**config.mk**
```make
export PLATFORM = sky130hd
export DESIGN_NAME = mexp_cell
export DESIGN_NICKNAME = d
export VERILOG_FILES = /design/src/hdl/mexp_pkg.sv /design/src/hdl/mexp_cell.sv
export SDC_FILE = /design/constraint.sdc
export NUM_CORES = 1
export LEC_CHECK = 0
export BUFFER_PORTS_ARGS = -buffer_cell sky130_fd_sc_hd__clkbuf_2
export CORE_AREA = 2 2 463 465
export DETAILED_ROUTE_END_ITERATION = 10
export DIE_AREA = 0 0 465 467
export GPL_ROUTABILITY_DRIVEN = 0
export MAX_ROUTING_LAYER = met4
export PLACE_DENSITY = 0.37
export REMOVE_ABC_BUFFERS = 1
export SLEW_MARGIN = 30
export SYNTH_ARGS = -nofsm -noshare
export SYNTH_HDL_FRONTEND = slang
export SYNTH_SLANG_ARGS = --single-unit
```
**constraint.sdc**
```tcl
create_clock -name clk -period 14.22 [get_ports clk]
set_input_delay 1.422 -clock clk [delete_from_list [all_inputs] [get_ports clk]]
set_output_delay 1.422 -clock clk [all_outputs]
set_load 0.01 [all_outputs]
```
**src/hdl/mexp_pkg.sv**
```systemverilog
// Shared types and constants for the modular exponentiation block.
package mexp_pkg;

  typedef logic [63:0] word_t;

  typedef enum logic [1:0] {
    OP_LOAD_BASE = 2'd0,
    OP_LOAD_EXP  = 2'd1,
    OP_LOAD_MOD  = 2'd2,
    OP_START     = 2'd3
  } op_t;

  typedef enum logic [1:0] {
    CAND_T  = 2'd0,
    CAND_D1 = 2'd1,
    CAND_D2 = 2'd2
  } cand_t;

  typedef enum logic [1:0] {
    KIND_REDUCE = 2'd0,
    KIND_MULT   = 2'd1,
    KIND_SQUARE = 2'd2
  } kind_t;

  localparam logic REG_ACTIVE_WORDS = 1'b0;

  typedef struct packed {
    word_t m;
    word_t y;
    word_t c0;
    word_t c1;
    word_t c2;
  } ring_t;

  typedef struct packed {
    logic  init;
    logic  launch;
    logic  rotate;
    logic  shift_a;
    logic  shift_e;
    logic  store;
    logic  out_step;
    kind_t kind;
    cand_t sel;
  } cell_ctrl_t;

  typedef struct packed {
    logic active;
    logic tail;
    logic low;
  } cell_pos_t;

  typedef struct packed {
    logic wr_base;
    logic wr_exp;
    logic wr_mod;
  } cell_wr_t;

endpackage

```
**src/hdl/mexp_cell.sv**
```systemverilog
// One word cell of the operand ring: stores, working words and ring stage.
module mexp_cell (
  input  logic               clk,
  input  logic               rst,
  input  mexp_pkg::cell_ctrl_t ctrl,
  input  mexp_pkg::cell_pos_t  pos,
  input  mexp_pkg::cell_wr_t   wr,
  input  mexp_pkg::word_t    wdata,
  input  mexp_pkg::ring_t    ring_nb,
  input  mexp_pkg::ring_t    ring_fb,
  output mexp_pkg::ring_t    ring_q,
  input  mexp_pkg::word_t    res_nb,
  output mexp_pkg::word_t    res_q,
  input  logic               a_lo_in,
  output logic               a_hi_out,
  input  logic               e_hi_in,
  output logic               e_lo_out,
  output logic               e_nz_hi,
  output logic               m_nz
);
  import mexp_pkg::*;

  word_t base_w;
  word_t exp_w;
  word_t mod_w;
  word_t a_w;
  word_t e_w;
  word_t b_w;
  word_t cand;
  word_t one_w;

  assign one_w = pos.low ? word_t'(1) : '0;

  always_comb begin
    unique case (ctrl.sel)
      CAND_T:  cand = ring_q.c0;
      CAND_D1: cand = ring_q.c1;
      CAND_D2: cand = ring_q.c2;
      default: cand = ring_q.c0;
    endcase
  end

  always_ff @(posedge clk) begin
    if (rst) begin
      base_w <= '0;
      exp_w  <= '0;
      mod_w  <= '0;
    end else begin
      if (wr.wr_base) base_w <= wdata;
      if (wr.wr_exp)  exp_w  <= wdata;
      if (wr.wr_mod)  mod_w  <= wdata;
    end
  end

  always_ff @(posedge clk) begin
    if (ctrl.init) begin
      ring_q.m <= pos.active ? mod_w : '0;
    end else if (ctrl.launch) begin
      ring_q.y  <= (ctrl.kind == KIND_REDUCE) ? one_w : b_w;
      ring_q.c0 <= '0;
      ring_q.c1 <= '0;
      ring_q.c2 <= '0;
    end else if (ctrl.rotate) begin
      ring_q <= pos.tail ? ring_fb : ring_nb;
    end
  end

  always_ff @(posedge clk) begin
    if (ctrl.launch) begin
      unique case (ctrl.kind)
        KIND_REDUCE: a_w <= pos.active ? base_w : '0;
        KIND_MULT:   a_w <= res_q;
        KIND_SQUARE: a_w <= b_w;
        default:     a_w <= b_w;
      endcase
    end else if (ctrl.shift_a) begin
      a_w <= {a_w[62:0], a_lo_in};
    end
  end

  always_ff @(posedge clk) begin
    if (ctrl.init) begin
      e_w <= pos.active ? exp_w : '0;
    end else if (ctrl.shift_e) begin
      e_w <= {e_hi_in, e_w[63:1]};
    end
  end

  always_ff @(posedge clk) begin
    if (ctrl.init) begin
      res_q <= one_w;
    end else if (ctrl.store && ctrl.kind == KIND_MULT) begin
      res_q <= cand;
    end else if (ctrl.out_step) begin
      res_q <= res_nb;
    end
  end

  always_ff @(posedge clk) begin
    if (ctrl.store && ctrl.kind != KIND_MULT) begin
      b_w <= cand;
    end
  end

  assign a_hi_out = a_w[63];
  assign e_lo_out = e_w[0];
  assign e_nz_hi  = |e_w[63:1];
  assign m_nz     = |ring_q.m;

endmodule

```
# Yosys cells after proc, flatten, opt, wreduce, memory -nomap -nowiden

Index checks and enable logic that the tools add are counted.
Widths: inputs -> output; s select.

Equality and inequality tests: 5
Mux-type cells: 19
Bitwise logic cells: 1
Reductions and logical operators: 12

Operator list:

| kind               | number |
|---|---|
| $mux 64            | 13 |
| $mux 320           | 2 |
| $mux 256           | 1 |
| $pmux 64 s2        | 2 |
| $reduce_or 64->1   | 1 |
| $reduce_or 63->1   | 1 |
| $reduce_bool 2->1  | 4 |
| $eq 2x1->1 const B | 2 |
| $ne 2x1->1 const B | 2 |
| $reduce_and 2->1   | 2 |
| $reduce_bool 3->1  | 1 |
| $eq 2x2->1 const B | 1 |
| $logic_and 1x1->1  | 2 |
| $logic_not 2->1    | 1 |
| $mux 1             | 1 |
| $not 1->1          | 1 |

Register bits after elaboration: 768

# Logic depth before layout (Yosys ltp)

Depth after elaboration: 4
Gate-level depth with buffers: 8
Depth with buffers taken out: 5

# Least setup slack after synthesis

Ideal clock, no wire load.

Path type: input-to-reg
Start point: input port ctrl[9] (netlist name)
End point: register ring_q[0] (netlist name), enable pin
Arrival time: 12693 ps
Data required time: 13338 ps
Slack: 646 ps
Stages: 5
Path through: buf_2 > buf_2 > buf_2 > nor2_1 > nor2_1

Cells in the longest elaborated chain, start to end: 2

Ends and longest elaborated chain:

| what                        | line            | RTL |
|---|---|---|
| start, declared             | mexp_cell.sv:5  | `input mexp_pkg::cell_ctrl_t ctrl,` |
| $reduce_bool 2->1 (no line) | --              |  |
| $reduce_and 2->1 (no line)  | --              |  |
| end signal, assigned        | mexp_cell.sv:64 | `ring_q <= pos.tail ? ring_fb : ring_nb;` |
| end, declared               | mexp_cell.sv:11 | `output mexp_pkg::ring_t ring_q,` |

No other way between the ends.
A chain may end at the register's enable or synchronous reset.

# Worst setup path in the final report

Start point: register ring_q[259] (netlist name)
End point: output port m_nz

Cells in the longest elaborated chain, start to end: 1

Ends and longest elaborated chain:

| what             | line             | RTL |
|---|---|---|
| $reduce_or 64->1 | mexp_cell.sv:108 | `assign m_nz = \|ring_q.m;` |
| end, declared    | mexp_cell.sv:19  | `output logic m_nz` |

No other way between the ends.

==> results.cfg <==
[run_status]
outcome = complete, no violations

[cts]
clock_sinks = 768
post_cts_buffers = 0
insertion_delay_ps = 740
cts.repair.resized = 0
cts_max_level = 3
cts_buffer_depth = 3
cts_buffers = 103
clk_pin_slew_ps = 60
root_buffer = clkbuf_16
hold_buffers = 0
cts_tree = done

[global_route]
antenna_found_initial = 47
grt_pass1_vias = 28700
grt_first_pass_wirelength_mm = 243
track_usage_pct = 16.6
grt_max_degree = 116
grt_overflow_total = 0

[run]
cap_violations = 0

[worst_setup_path]
cp-end-kind = output pin
crit_arrival_ps = 3200
critPathMaxFanout = 2
cp-start-kind = flip-flop
rrSetupSlack_ps = 12540
critPathKind = reg -> out
required_ps = 12800

[timing]
setup_viol = 0
rsz0062_at_grt = no
finClkSkew_ps = 20.9
slew_viol_final = 0
tns_ps = 0
worst_pin_slew_ps = 1110
fmax_ghz = 0.216
hold_violations = 0
max-slew-margin-rel_pct = 25.4
final.period_utilization_pct = 32.5
fin_crit_ps = 4620

[floorplan]
ios = 1177
rows = 169
dieArea_mm2 = 0.217
die_h_um = 467
core_mm2 = 0.212
start_util_pct = 16.4
die_x_um = 465

[detailed_routing]
routedWlPerCell_um = 26.3
drt-total-wl_mm = 182
drtIter0Drc = 1381
viasPerCell = 4.03
drt_drc_violations_left = 0
ant_nets = 0
first_pass_iters = 5
vias = 28000

[synth]
yosysUniqueCellTypes = 37
synth_top_family_by_area = multiplexers
synth_edf_count = 576
syn_inst = 2933
synthFlopType = edfxtp_1
ys_seq_area_share_pct = 60.8
yosys_warnings = 0
synth.area.mux_share_pct = 14.7
syn_area_per_cell_um2 = 11.9
syn_area_mm2 = 0.0348
synth_xor_area_share_pct = 0
synthAdderAreaFrac_pct = 0.0719
ys_seq_elements = 768
synth-simple-area-share_pct = 9.42
async_flop_share_pct = 0
synth-compound-area-share_pct = 10.9

[layout]
final_nets = 4806
design_area_mm2 = 0.0471
layout.area.seq_mm2 = 0.0211
n_fill_cell = 23000
fin_util_pct = 22.2
multi_input_area_mm2 = 0.0124
area_delta_synth_final_pct = 35.3
drive_above_1_share_pct = 34.0

[pwr]
vdd_ir_drop_max_uv = 81.4
power_mw = 6.27
powerDensity_mw_per_mm2 = 133
p_leak_nw = 19.8

[placement]
dp_hpwl_mm = 139
placed_cell_area_mm2 = 0.0437
port_buffers = 1176

[worst_hold_path]
hold_path_class = reg -> reg
[power breakdown]
| group | leakage (nW) | total, mW | internal (mW) | switching (mW) |
|---|---|---|---|---|
| Clock | 1.61 | 2.64 | 1.52 | 1.12 |
| Sequential | 7.35 | 2.77 | 2.64 | 0.129 |
| Combinational | 10.8 | 0.852 | 0.308 | 0.544 |
[synth_stat cells, types with 2 or more instances]
cell type | instances | area [um2]
or2_2 | 2 | 12.5
buf_1 | 20 | 75.1
inv_1 | 67 | 251
o21ai_0 | 293 | 1470
edfxtp_1 | 576 | 17300
nand4_1 | 8 | 50.1
mux2i_1 | 512 | 5120
a221oi_1 | 64 | 561
o21ai_1 | 26 | 130
nand3_1 | 128 | 641
buf_4 | 23 | 173
nor2b_1 | 65 | 407
dfxtp_1 | 192 | 3840
nor2_1 | 387 | 1450
o2bb2ai_1 | 64 | 561
or4_1 | 2 | 15.0
nand2_1 | 127 | 477
nor4_1 | 31 | 194
clkbuf_1 | 100 | 375
buf_2 | 103 | 515
a22o_1 | 63 | 552
ha_1 | 2 | 25.0
a22oi_1 | 64 | 480
[per-layer routing]
metal,wire (um),global-route usage (%),up-vias,share of wire [%]
li1,-,-,13000,-
met1,81200,20.8,13800,45
met2,86900,27.0,995,48
met3,10300,3.93,198,5.7
met4,4000,3.81,0,2.2
met5,0,-,-,0
[cell type report]
class | count | share of cell area, %
Clock buffer | 137 | 5.90
Clock inverter | 57 | 1.19
Tap cell | 2821 | 7.50
Inverter | 68 | 0.553
Sequential cell | 768 | 44.9
Antenna cell | 18 | 0.0957
Multi-Input combinational cell | 1849 | 26.3
Timing Repair Buffer | 1225 | 13.6
[flip-flops by register name, summed over array words and instances, names as in the netlist]
signal / cells
a_w: 64
b_w: 64
base_w: 64
e_w: 64
exp_w: 64
mod_w: 64
res_q: 64
ring_q: 320
[through the flow]
stage | hold slack, ps | instances | setup slack (ps)
finish | 484 | 6943 | 9600
global route | 510 | 6941 | 9350
CTS | 489 | 6925 | 9270
detailed placement | 473 | 6731 | 9420
global placement | 464 | 6729 | 9190
floorplan | 452 | 2685 | 1130
[placed cells by master, fill, tap and decap left out, types with 27 or more instances in the layout]
master	synthesis	routed
clkbuf_2	1	1166
edfxtp_1	576	576
mux2i_1	512	512
nor2_1	387	386
o21ai_0	293	292
dfxtp_1	192	192
nand3_1	128	128
nand2_1	127	127
clkbuf_16	0	104
inv_1	67	66
nor2b_1	65	65
a22oi_1	64	64
a221oi_1	64	64
o2bb2ai_1	64	64
a22o_1	63	63
buf_4	23	44
clkbuf_1	100	28
o21ai_1	26	27
[worst max-delay path: stages (launching register included)]
cell and delay [ps]:
edfxtp_1 430, nor4_4 730, nand4_1 480, or4_1 630, clkbuf_2 190
[logic make-up (layout without fill, tap and decap cells)]
family / Yosys count / count (layout)
multiplexers: 512 / 512
flip-flops: 768 / 768
AO/OA/AOI/OAI: 581 / 581
other: 0 / 18
buffers and inverters: 316 / 1487
AND/OR/NAND/NOR: 754 / 754
adder cells (fa/ha/maj): 2 / 2
[path summary, 6_finish.rpt]
path | from | endpoint | depth (start not counted)
worst min register to register | base_w[55]$_SDFFE_PP0P_ | base_w[55]$_SDFFE_PP0P_ | 2
worst max-delay path | ring_q[259]$_DFFE_PP_ | m_nz | 4
worst min-delay path | base_w[55]$_SDFFE_PP0P_ | base_w[55]$_SDFFE_PP0P_ | 2
worst max register to register | ring_q[95]$_SDFFCE_PP0P_ | res_q[31]$_SDFFCE_PP0P_ | 3
Note: power is estimated with default switching activity, not from simulation.
