==> config.mk <==
export PLATFORM = sky130hd
export DESIGN_NAME = mexp_alu
export DESIGN_NICKNAME = d
export VERILOG_FILES = /design/src/hdl/mexp_pkg.sv /design/src/hdl/mexp_alu.sv
export SDC_FILE = /design/constraint.sdc
export NUM_CORES = 1
export LEC_CHECK = 0
export BUFFER_PORTS_ARGS = -buffer_cell sky130_fd_sc_hd__buf_4
export CAP_MARGIN = 20
export CORE_AREA = 5 5 250 252
export DETAILED_ROUTE_END_ITERATION = 12
export DIE_AREA = 0 0 255 257
export PLACE_DENSITY_LB_ADDON = 0.05
export SKIP_CTS_REPAIR_TIMING = 1
export SLEW_MARGIN = 10
export SYNTH_ARGS = -nofsm -noshare
export SYNTH_HDL_FRONTEND = slang
export SYNTH_SLANG_ARGS = --single-unit
==> constraint.sdc <==
create_clock -name clk -period 10.8 [get_ports clk]
set_input_delay 1.08 -clock clk [delete_from_list [all_inputs] [get_ports clk]]
set_output_delay 1.08 -clock clk [all_outputs]
set_load 0.02 [all_outputs]
==> src/hdl/mexp_pkg.sv <==
// Shared types and constants for the modular exponentiation block.
package mexp_pkg;

  typedef logic [63:0] word_t;

  typedef enum logic [1:0] {
    OP_LOAD_BASE = 2'd0,
    OP_LOAD_EXP  = 2'd1,
    OP_LOAD_MOD  = 2'd2,
    OP_START     = 2'd3
  } op_t;

  typedef enum logic [1:0] {
    CAND_T  = 2'd0,
    CAND_D1 = 2'd1,
    CAND_D2 = 2'd2
  } cand_t;

  typedef enum logic [1:0] {
    KIND_REDUCE = 2'd0,
    KIND_MULT   = 2'd1,
    KIND_SQUARE = 2'd2
  } kind_t;

  localparam logic REG_ACTIVE_WORDS = 1'b0;

  typedef struct packed {
    word_t m;
    word_t y;
    word_t c0;
    word_t c1;
    word_t c2;
  } ring_t;

  typedef struct packed {
    logic  init;
    logic  launch;
    logic  rotate;
    logic  shift_a;
    logic  shift_e;
    logic  store;
    logic  out_step;
    kind_t kind;
    cand_t sel;
  } cell_ctrl_t;

  typedef struct packed {
    logic active;
    logic tail;
    logic low;
  } cell_pos_t;

  typedef struct packed {
    logic wr_base;
    logic wr_exp;
    logic wr_mod;
  } cell_wr_t;

endpackage

==> src/hdl/mexp_alu.sv <==
// Word-serial step unit: 2R + bit*Y, minus M and 2M, with carries across words.
module mexp_alu (
  input  logic            clk,
  input  logic            rst,
  input  mexp_pkg::ring_t head,
  input  logic            abit,
  input  logic            clear,
  input  logic            step,
  input  logic            last,
  output mexp_pkg::ring_t fb,
  output mexp_pkg::cand_t sel
);
  import mexp_pkg::*;

  logic        rc;
  logic        cy;
  logic        b1;
  logic        b2;
  logic        mc;
  word_t       r;
  word_t       t;
  word_t       addv;
  word_t       m2;
  logic [64:0] s_sum;
  logic [64:0] d1_sum;
  logic [64:0] d2_sum;
  logic [1:0]  ovf;
  logic        d1_ok;
  logic        d2_ok;
  cand_t       sel_new;

  always_comb begin
    unique case (sel)
      CAND_T:  r = head.c0;
      CAND_D1: r = head.c1;
      CAND_D2: r = head.c2;
      default: r = head.c0;
    endcase
  end

  always_comb begin
    t      = {r[62:0], rc};
    addv   = abit ? head.y : '0;
    m2     = {head.m[62:0], mc};
    s_sum  = {1'b0, t} + {1'b0, addv} + 65'(cy);
    d1_sum = {1'b0, s_sum[63:0]} - {1'b0, head.m} - 65'(b1);
    d2_sum = {1'b0, s_sum[63:0]} - {1'b0, m2} - 65'(b2);
    ovf    = 2'(r[63]) + 2'(s_sum[64]);
    d1_ok  = ovf >= 2'(d1_sum[64]);
    d2_ok  = ovf >= (2'(head.m[63]) + 2'(d2_sum[64]));
    if (d2_ok) begin
      sel_new = CAND_D2;
    end else if (d1_ok) begin
      sel_new = CAND_D1;
    end else begin
      sel_new = CAND_T;
    end
  end

  assign fb.m  = head.m;
  assign fb.y  = head.y;
  assign fb.c0 = s_sum[63:0];
  assign fb.c1 = d1_sum[63:0];
  assign fb.c2 = d2_sum[63:0];

  always_ff @(posedge clk) begin
    if (rst || clear) begin
      rc  <= 1'b0;
      cy  <= 1'b0;
      b1  <= 1'b0;
      b2  <= 1'b0;
      mc  <= 1'b0;
      sel <= CAND_T;
    end else if (step) begin
      if (last) begin
        rc  <= 1'b0;
        cy  <= 1'b0;
        b1  <= 1'b0;
        b2  <= 1'b0;
        mc  <= 1'b0;
        sel <= sel_new;
      end else begin
        rc  <= r[63];
        cy  <= s_sum[64];
        b1  <= d1_sum[64];
        b2  <= d2_sum[64];
        mc  <= head.m[63];
      end
    end
  end

endmodule

## After elaboration in Yosys (flattened, before gate mapping)

Cells that the tools add are included.

- Word-level logic and storage cells: 29
- Input port bits: 326
- Register bits after elaboration: 7
- Output and inout port bits: 322

- Add/sub/neg operators: 8
- Equality and inequality tests: 2
- $lt $le $gt $ge: 2
- Reductions and logical operators: 2
- Multiplexer cells: 9

Operators with widths:

| kind | count |
|---|---|
| 64-bit by 64-bit subtractor with 65-bit output | 2 |
| 65-bit by 1-bit subtractor with 65-bit output | 2 |
| 64-bit one-hot mux with 2 select lines | 1 |
| 64-bit by 64-bit adder with 65-bit output | 1 |
| 65-bit by 1-bit adder with 65-bit output | 1 |
| 64-bit two-way mux | 1 |
| 1-bit two-way mux | 6 |
| 1-bit by 1-bit adder with 2-bit output | 2 |
| 2-bit by 1-bit equality test with 1-bit output (second input constant) | 1 |
| 2-bit equality test (second input constant) | 1 |
| 2-bit by 1-bit >= comparator with 1-bit output | 1 |
| 2-bit >= comparator | 1 |
| 2-bit two-way mux | 1 |
| 2-bit AND reduction | 1 |
| 1-bit logical OR | 1 |

## Logic depth before layout (Yosys ltp)

Gate-level depths: netlist of the first run.

- Depth in word-level cells: 9
- Gate-level depth with buffers: 38
- Mapped depth without buffers: 35

## Worst setup path before layout of the first run

No wires, ideal clock.

- Kind: input-to-output
- Start: input port abit
- End: output port fb[125] (netlist name)
- Setup slack: 2.510 ns
- Cell stages on the path: 27
- Required time: 9.720 ns
- Data arrival time: 7.210 ns
- Buffers on the path: 2
- Path through: clkbuf_1 and2_1 fa_1 fa_1 a211o_1 a211oi_2 o21ai_1 o2111a_2 a21oi_2 a21o_1 o31ai_4 a221o_2 xor2_1 inv_1 ha_1 inv_1 ha_1 clkbuf_1 nand4_1 or2_2 a2111oi_0 or3b_4 a221oi_2 nor3b_1 o22a_1 a221oi_2 xnor2_1

RTL lines:

| item | line | source |
|---|---|---|
| start, declared | mexp_alu.sv:6 | `input logic abit,` |
| end, declared | mexp_alu.sv:10 | `output mexp_pkg::ring_t fb,` |

==> flow_metrics.py, run 1 <==
metrics = {
    "die": {
        "dieArea_um2": 65540,
        "die_y_um": 257,
        "fp-row-count": 90,
        "start_util_pct": 27.35,
        "die_w_um": 255,
        "io-pin-count": 648,
        "core_area_um2": 59910,
    },
    "timing": {
        "fmax_ghz": 0.09888,
        "hold_violations": 0,
        "worst_slew_pin_slew_ns": 1.077,
        "period_share_pct": 93.64,
        "fin_setup_tns_ns": 0,
        "layout_min_cycle_time_ns": 10.11,
        "fin_worst_skew_ns": 0.001698,
        "max-slew-margin-rel_pct": 26.36,
        "setup_ws_ns": 0.6866,
        "rsz0062_at_grt": "false",
        "fin_hold_ws_ns": 0.4764,
        "setup_viol": 0,
        "slew_viol_final": 0,
    },
    "power": {
        "p_leak_uw": 0.01086,
        "powerDensity_nw_per_um2": 287.5,
        "max-vdd-ir-drop_mv": 0.1778,
    },
    "clock_network": {
        "cts_sinks": 7,
        "cts_max_path_buffers": 2,
        "root_buffer": "clkbuf_16",
        "cts_tree": "done",
        "path_clk_slew_ns": 0.04,
        "cts_buffers": 3,
        "htreeDepth": 1,
        "clk_latency_ns": 0.23,
    },
    "worst_setup_path": {
        "path_buf_inv": 4,
        "required_ns": 9.72,
        "crit_slowest_cell": "ha_4",
        "rr_startpoint": "sel[0]",
        "critPathMaxFanout": 77,
        "cp-end-kind": "output pin",
        "cp-start-kind": "flip-flop",
        "critPathMaxStageDelay_ns": 0.76,
        "crit_family": "compound AO/OA/AOI/OAI gates",
        "arrival_ns": 9.03,
        "cp-startpoint": "sel[0]",
        "critPathKind": "flip-flop to output pin",
    },
    "placed_design": {
        "placed_cell_area_um2": 20960,
        "gp_congestion": 0.9495,
        "post-place-ws_ns": 0.6637,
        "dp_hpwl_mm": 74.30,
        "port_buffers": 647,
    },
    "global_routing": {
        "grt_max_degree": 78,
        "overflow": 0,
        "grt_pass1_vias": 18500,
        "grt_usage_pct": 23.42,
        "grt_pass1_wl_mm": 118.8,
        "antenna_found_initial": 13,
    },
    "min_path": {
        "hold_start": "b1",
        "hp-class": "flip-flop to flip-flop",
    },
    "synth": {
        "ys_seq_area_share_pct": 0.8553,
        "async_flop_share_pct": 0,
        "yosys.cell_count.top_type": "inv_1",
        "synth_edf_count": 0,
        "synthFlopType": "dfxtp_1",
        "syn_area_per_cell_um2": 6.715,
        "synth_cells": 2440,
        "netlist.area_leader.share_pct": 23.21,
        "synth-seq-cells": 7,
        "synth_area_um2": 16380,
        "synth_cell_types": 80,
        "syn_nets": 3076,
        "ys.warnings.count": 0,
        "synthTopCellsByArea": "ha_1 23%, inv_1 7.5%, xnor2_1 6.4%",
        "yosysTopAreaCell": "ha_1",
        "synthTopCellsByCount": "328 x inv_1, 304 x ha_1, 203 x a21oi_1",
    },
    "detailed_routing": {
        "vias": 18490,
        "routed_wl_mm": 81.79,
        "dr.pass1.iters": 5,
        "dr.first_iter.drc_count": 1010,
        "wl_per_cell_um": 22.35,
        "via_per_inst": 5.054,
        "drcViolationCount": 0,
        "antenna_left": 0,
    },
    "run_status": {
        "status": "completed",
    },
    "cells_and_area": {
        "drive_gt1_share_pct": 24.23,
        "area_growth_pct": 28.50,
        "num-nets-final": 3509,
        "fin_util_pct": 35.14,
        "stdcell_area_um2": 21050,
    },
    "run": {
        "max-cap-violations": 0,
    },
}
-- area by class of cell --
cell class | instances | area (um2)
inverters | 328 | 1231
multi-input cells | 1877 | 13690
well taps | 782 | 978.4
flip-flops and latches | 7 | 140.1
clock buffers | 4 | 78.83
repair buffers | 656 | 4925
fillers | 6676 | 38850
diodes | 5 | 12.51
-- power by group --
group / switching (uW) / internal (uW)
Combinational: 3650 / 2310
Clock: 14.6 / 49.2
Sequential: 1.40 / 27.5
Total: 3670 / 2390
-- worst reg2reg max path: cells and delay by family, from the launching register on --
family                     cells  cell delay [ns]
adders and majority gates      6             2.51
and+or+nand+nor                8             1.65
AOI/OAI and AO/OA             15             3.79
xor gates and xnor gates       2             0.82
DFF                            1             0.39
buffers and inverters          3             0.27
-- logic make-up after synthesis --
family | after synthesis | synth area share, %
xor gates and xnor gates | 202 | 10.84
adders and majority gates | 310 | 23.95
AOI/OAI and AO/OA | 766 | 30.36
DFF | 7 | 0.8553
muxes | 1 | 0.06109
buffers and inverters | 556 | 15.70
and+or+nand+nor | 598 | 18.23
-- path summary, 6_finish.rpt --
check,to,slack (ns),cells past startpoint
max,fb[127],0.69,28
min,b1,0.48,1
max reg2reg,sel[0],1.30,34
min reg2reg,b1,0.48,1
-- layer usage --
metal  GRT usage, %  vias up  part of all wire [%]
li1               -     9259                     -
met1          31.18     8640                    45
met5              0        -                 0.079
met2          42.03      528                    49
met4          3.012        8                   1.6
met3          2.151       56                   4.4
-- placed cells by master (no fill, tap or decap), types with 7 or more instances in the layout --
cell / instances
a21o_1: 112
nand2b_1: 32
a31oi_1: 21
nand4_1: 40
o31ai_1: 7
and4_1: 7
xnor2_1: 120
dfxtp_1: 7
ha_1: 302
o21ai_0: 165
and2_1: 81
nor3_1: 23
inv_1: 328
or2_2: 9
and3_1: 14
buf_4: 656
a211oi_1: 17
nand2_1: 194
xor2_1: 81
a21boi_0: 7
o21ai_1: 7
nor2_1: 94
o21bai_1: 38
nor4_1: 8
o21a_1: 28
a21oi_1: 203
nand3_1: 45
a22oi_1: 68
o211ai_1: 7
nor2b_1: 29
-- sequential cells by signal, indices dropped and copies added (netlist names) --
register / cells
sel: 2
b2: 1
mc: 1
cy: 1
rc: 1
b1: 1
-- per-stage QoR --
step / cells / total power [uW]
finish: 3659 / 6052
global route: 3656 / 6533
CTS: 3654 / 6102
detailed placement: 3650 / 6005
global placement: 3650 / 6035
floorplan: 2440 / 3711
(Power assumes the default switching activity.)
==> run 2: changes to the inputs <==
- CORE_AREA: 5 5 250 252 -> 5 5 253 255
- DIE_AREA: 0 0 255 257 -> 0 0 258 260
==> flow_metrics.py, run 2 (synthesis results as in run 1) <==
metrics = {
    "detailed_routing": {
        "dr.first_iter.drc_count": 962,
        "wl_per_cell_um": 22.42,
        "dr.pass1.iters": 6,
        "vias": 18500,
        "antenna_left": 0,
        "routed_wl_mm": 82.13,
        "via_per_inst": 5.051,
        "drcViolationCount": 0,
    },
    "timing": {
        "period_share_pct": 89.41,
        "fin_setup_tns_ns": 0,
        "worst_slew_pin_slew_ns": 0.9680,
        "slew_viol_final": 0,
        "fmax_ghz": 0.1036,
        "hold_violations": 0,
        "setup_viol": 0,
        "max-slew-margin-rel_pct": 34.78,
        "fin_worst_skew_ns": 0.002809,
        "layout_min_cycle_time_ns": 9.656,
        "rsz0062_at_grt": "false",
    },
    "cells_and_area": {
        "largest_register_ffs": 2,
        "top_register": "sel",
        "num-nets-final": 3508,
        "drive_gt1_share_pct": 24.17,
        "area_growth_pct": 28.44,
        "layout_commonest_cell": "buf_4",
        "layout_common_cells": "654 x buf_4, 328 x inv_1, 302 x ha_1",
    },
    "global_routing": {
        "grt_pass1_vias": 18360,
        "overflow": 0,
        "antenna_found_initial": 13,
        "grt_usage_pct": 22.78,
        "grt_max_degree": 68,
        "grt_pass1_wl_mm": 118.2,
    },
    "clock_network": {
        "cts_max_path_buffers": 2,
        "clk_latency_ns": 0.23,
        "root_buffer": "clkbuf_16",
        "cts_tree": "done",
        "path_clk_slew_ns": 0.04,
        "cts_buffers": 3,
        "htreeDepth": 1,
        "cts_sinks": 7,
    },
    "worst_setup_path": {
        "required_ns": 9.72,
        "cp-end-kind": "output pin",
        "cp-start-kind": "flip-flop",
        "arrival_ns": 8.58,
        "critPathMaxStageDelay_ns": 0.58,
        "critPathKind": "flip-flop to output pin",
        "critPathMaxFanout": 28,
        "crit_slowest_cell": "ha_2",
    },
    "die": {
        "core_area_um2": 61370,
        "die_y_um": 260,
        "start_util_pct": 26.70,
        "die_w_um": 258,
        "fp-row-count": 91,
        "io-pin-count": 648,
        "dieArea_um2": 67080,
    },
    "power": {
        "p_leak_uw": 0.01085,
        "finalPower_uw": 6029,
        "max-vdd-ir-drop_mv": 0.1177,
        "powerDensity_nw_per_um2": 286.5,
    },
    "run_status": {
        "status": "completed",
    },
    "placed_design": {
        "port_buffers": 647,
        "dp_hpwl_mm": 74.61,
        "gp_congestion": 0.9199,
    },
    "run": {
        "max-cap-violations": 0,
    },
    "min_path": {
        "hp-class": "flip-flop to flip-flop",
    },
}
[run 2: cell count changes in the layout (fill, tap and decap cells not counted), sizes merged]
| cell | change |
|---|---|
| buf | -1 |
| diode | -3 |
[run 2: power breakdown]
group	switching [uW]	internal (uW)	leakage, uW	total (uW)
logic	3630	2310	0.0108	5940
registers	1.54	27.5	0.0000567	29.0
clock network	14.1	49.1	0.0000382	63.2
[run 2: cell type report]
type                            count  area [um2]
Antenna cell                        2       5.005
Clock buffer                        4       78.83
Fill cell                        6824       40330
Inverter                          328        1231
Multi-Input combinational cell   1877       13690
Sequential cell                     7       140.1
Tap cell                          790       988.4
Timing Repair Buffer              655        4913
[run 2: worst paths after layout]
kind | start | depth (start not counted) | end | slack, ns
min | b1 | 1 | b1 | 0.49
max reg2reg | sel[1] | 35 | sel[0] | 1.64
min reg2reg | b1 | 1 | b1 | 0.49
max | sel[1] | 30 | fb[126] | 1.14
[run 2: per-stage QoR]
stage	instances	setup WS [ns]	instance area, um2	hold slack, ns	utilization [%]
after floorplan	2440	2.510	16380	0.4419	-
after global placement	3656	0.8964	20960	0.4767	34.15
after detailed placement	3657	1.341	20960	0.4796	34.15
after CTS	3661	1.285	21040	0.4902	34.28
after global routing	3661	0.7223	21040	0.5271	34.28
final	3663	1.144	21040	0.4865	34.29
[run 2: metal layers]
| metal | vias to the layer above | GRT usage, % | wire [um] |
|---|---|---|---|
| li1 | 9245 | - | - |
| met1 | 8639 | 29.44 | 36050 |
| met2 | 551 | 42.51 | 41470 |
| met3 | 55 | 2.359 | 3651 |
| met4 | 12 | 1.899 | 850 |
| met5 | - | 0 | 101 |
[run 2: worst max-delay path: cells and delay by family (launching register included)]
family | cells | cell delay (ns)
adders and majority gates | 4 | 1.59
AOI/OAI and AO/OA | 15 | 4.44
and+or+nand+nor | 4 | 0.83
DFF | 1 | 0.34
buffers and inverters | 5 | 0.60
xor gates and xnor gates | 2 | 0.54
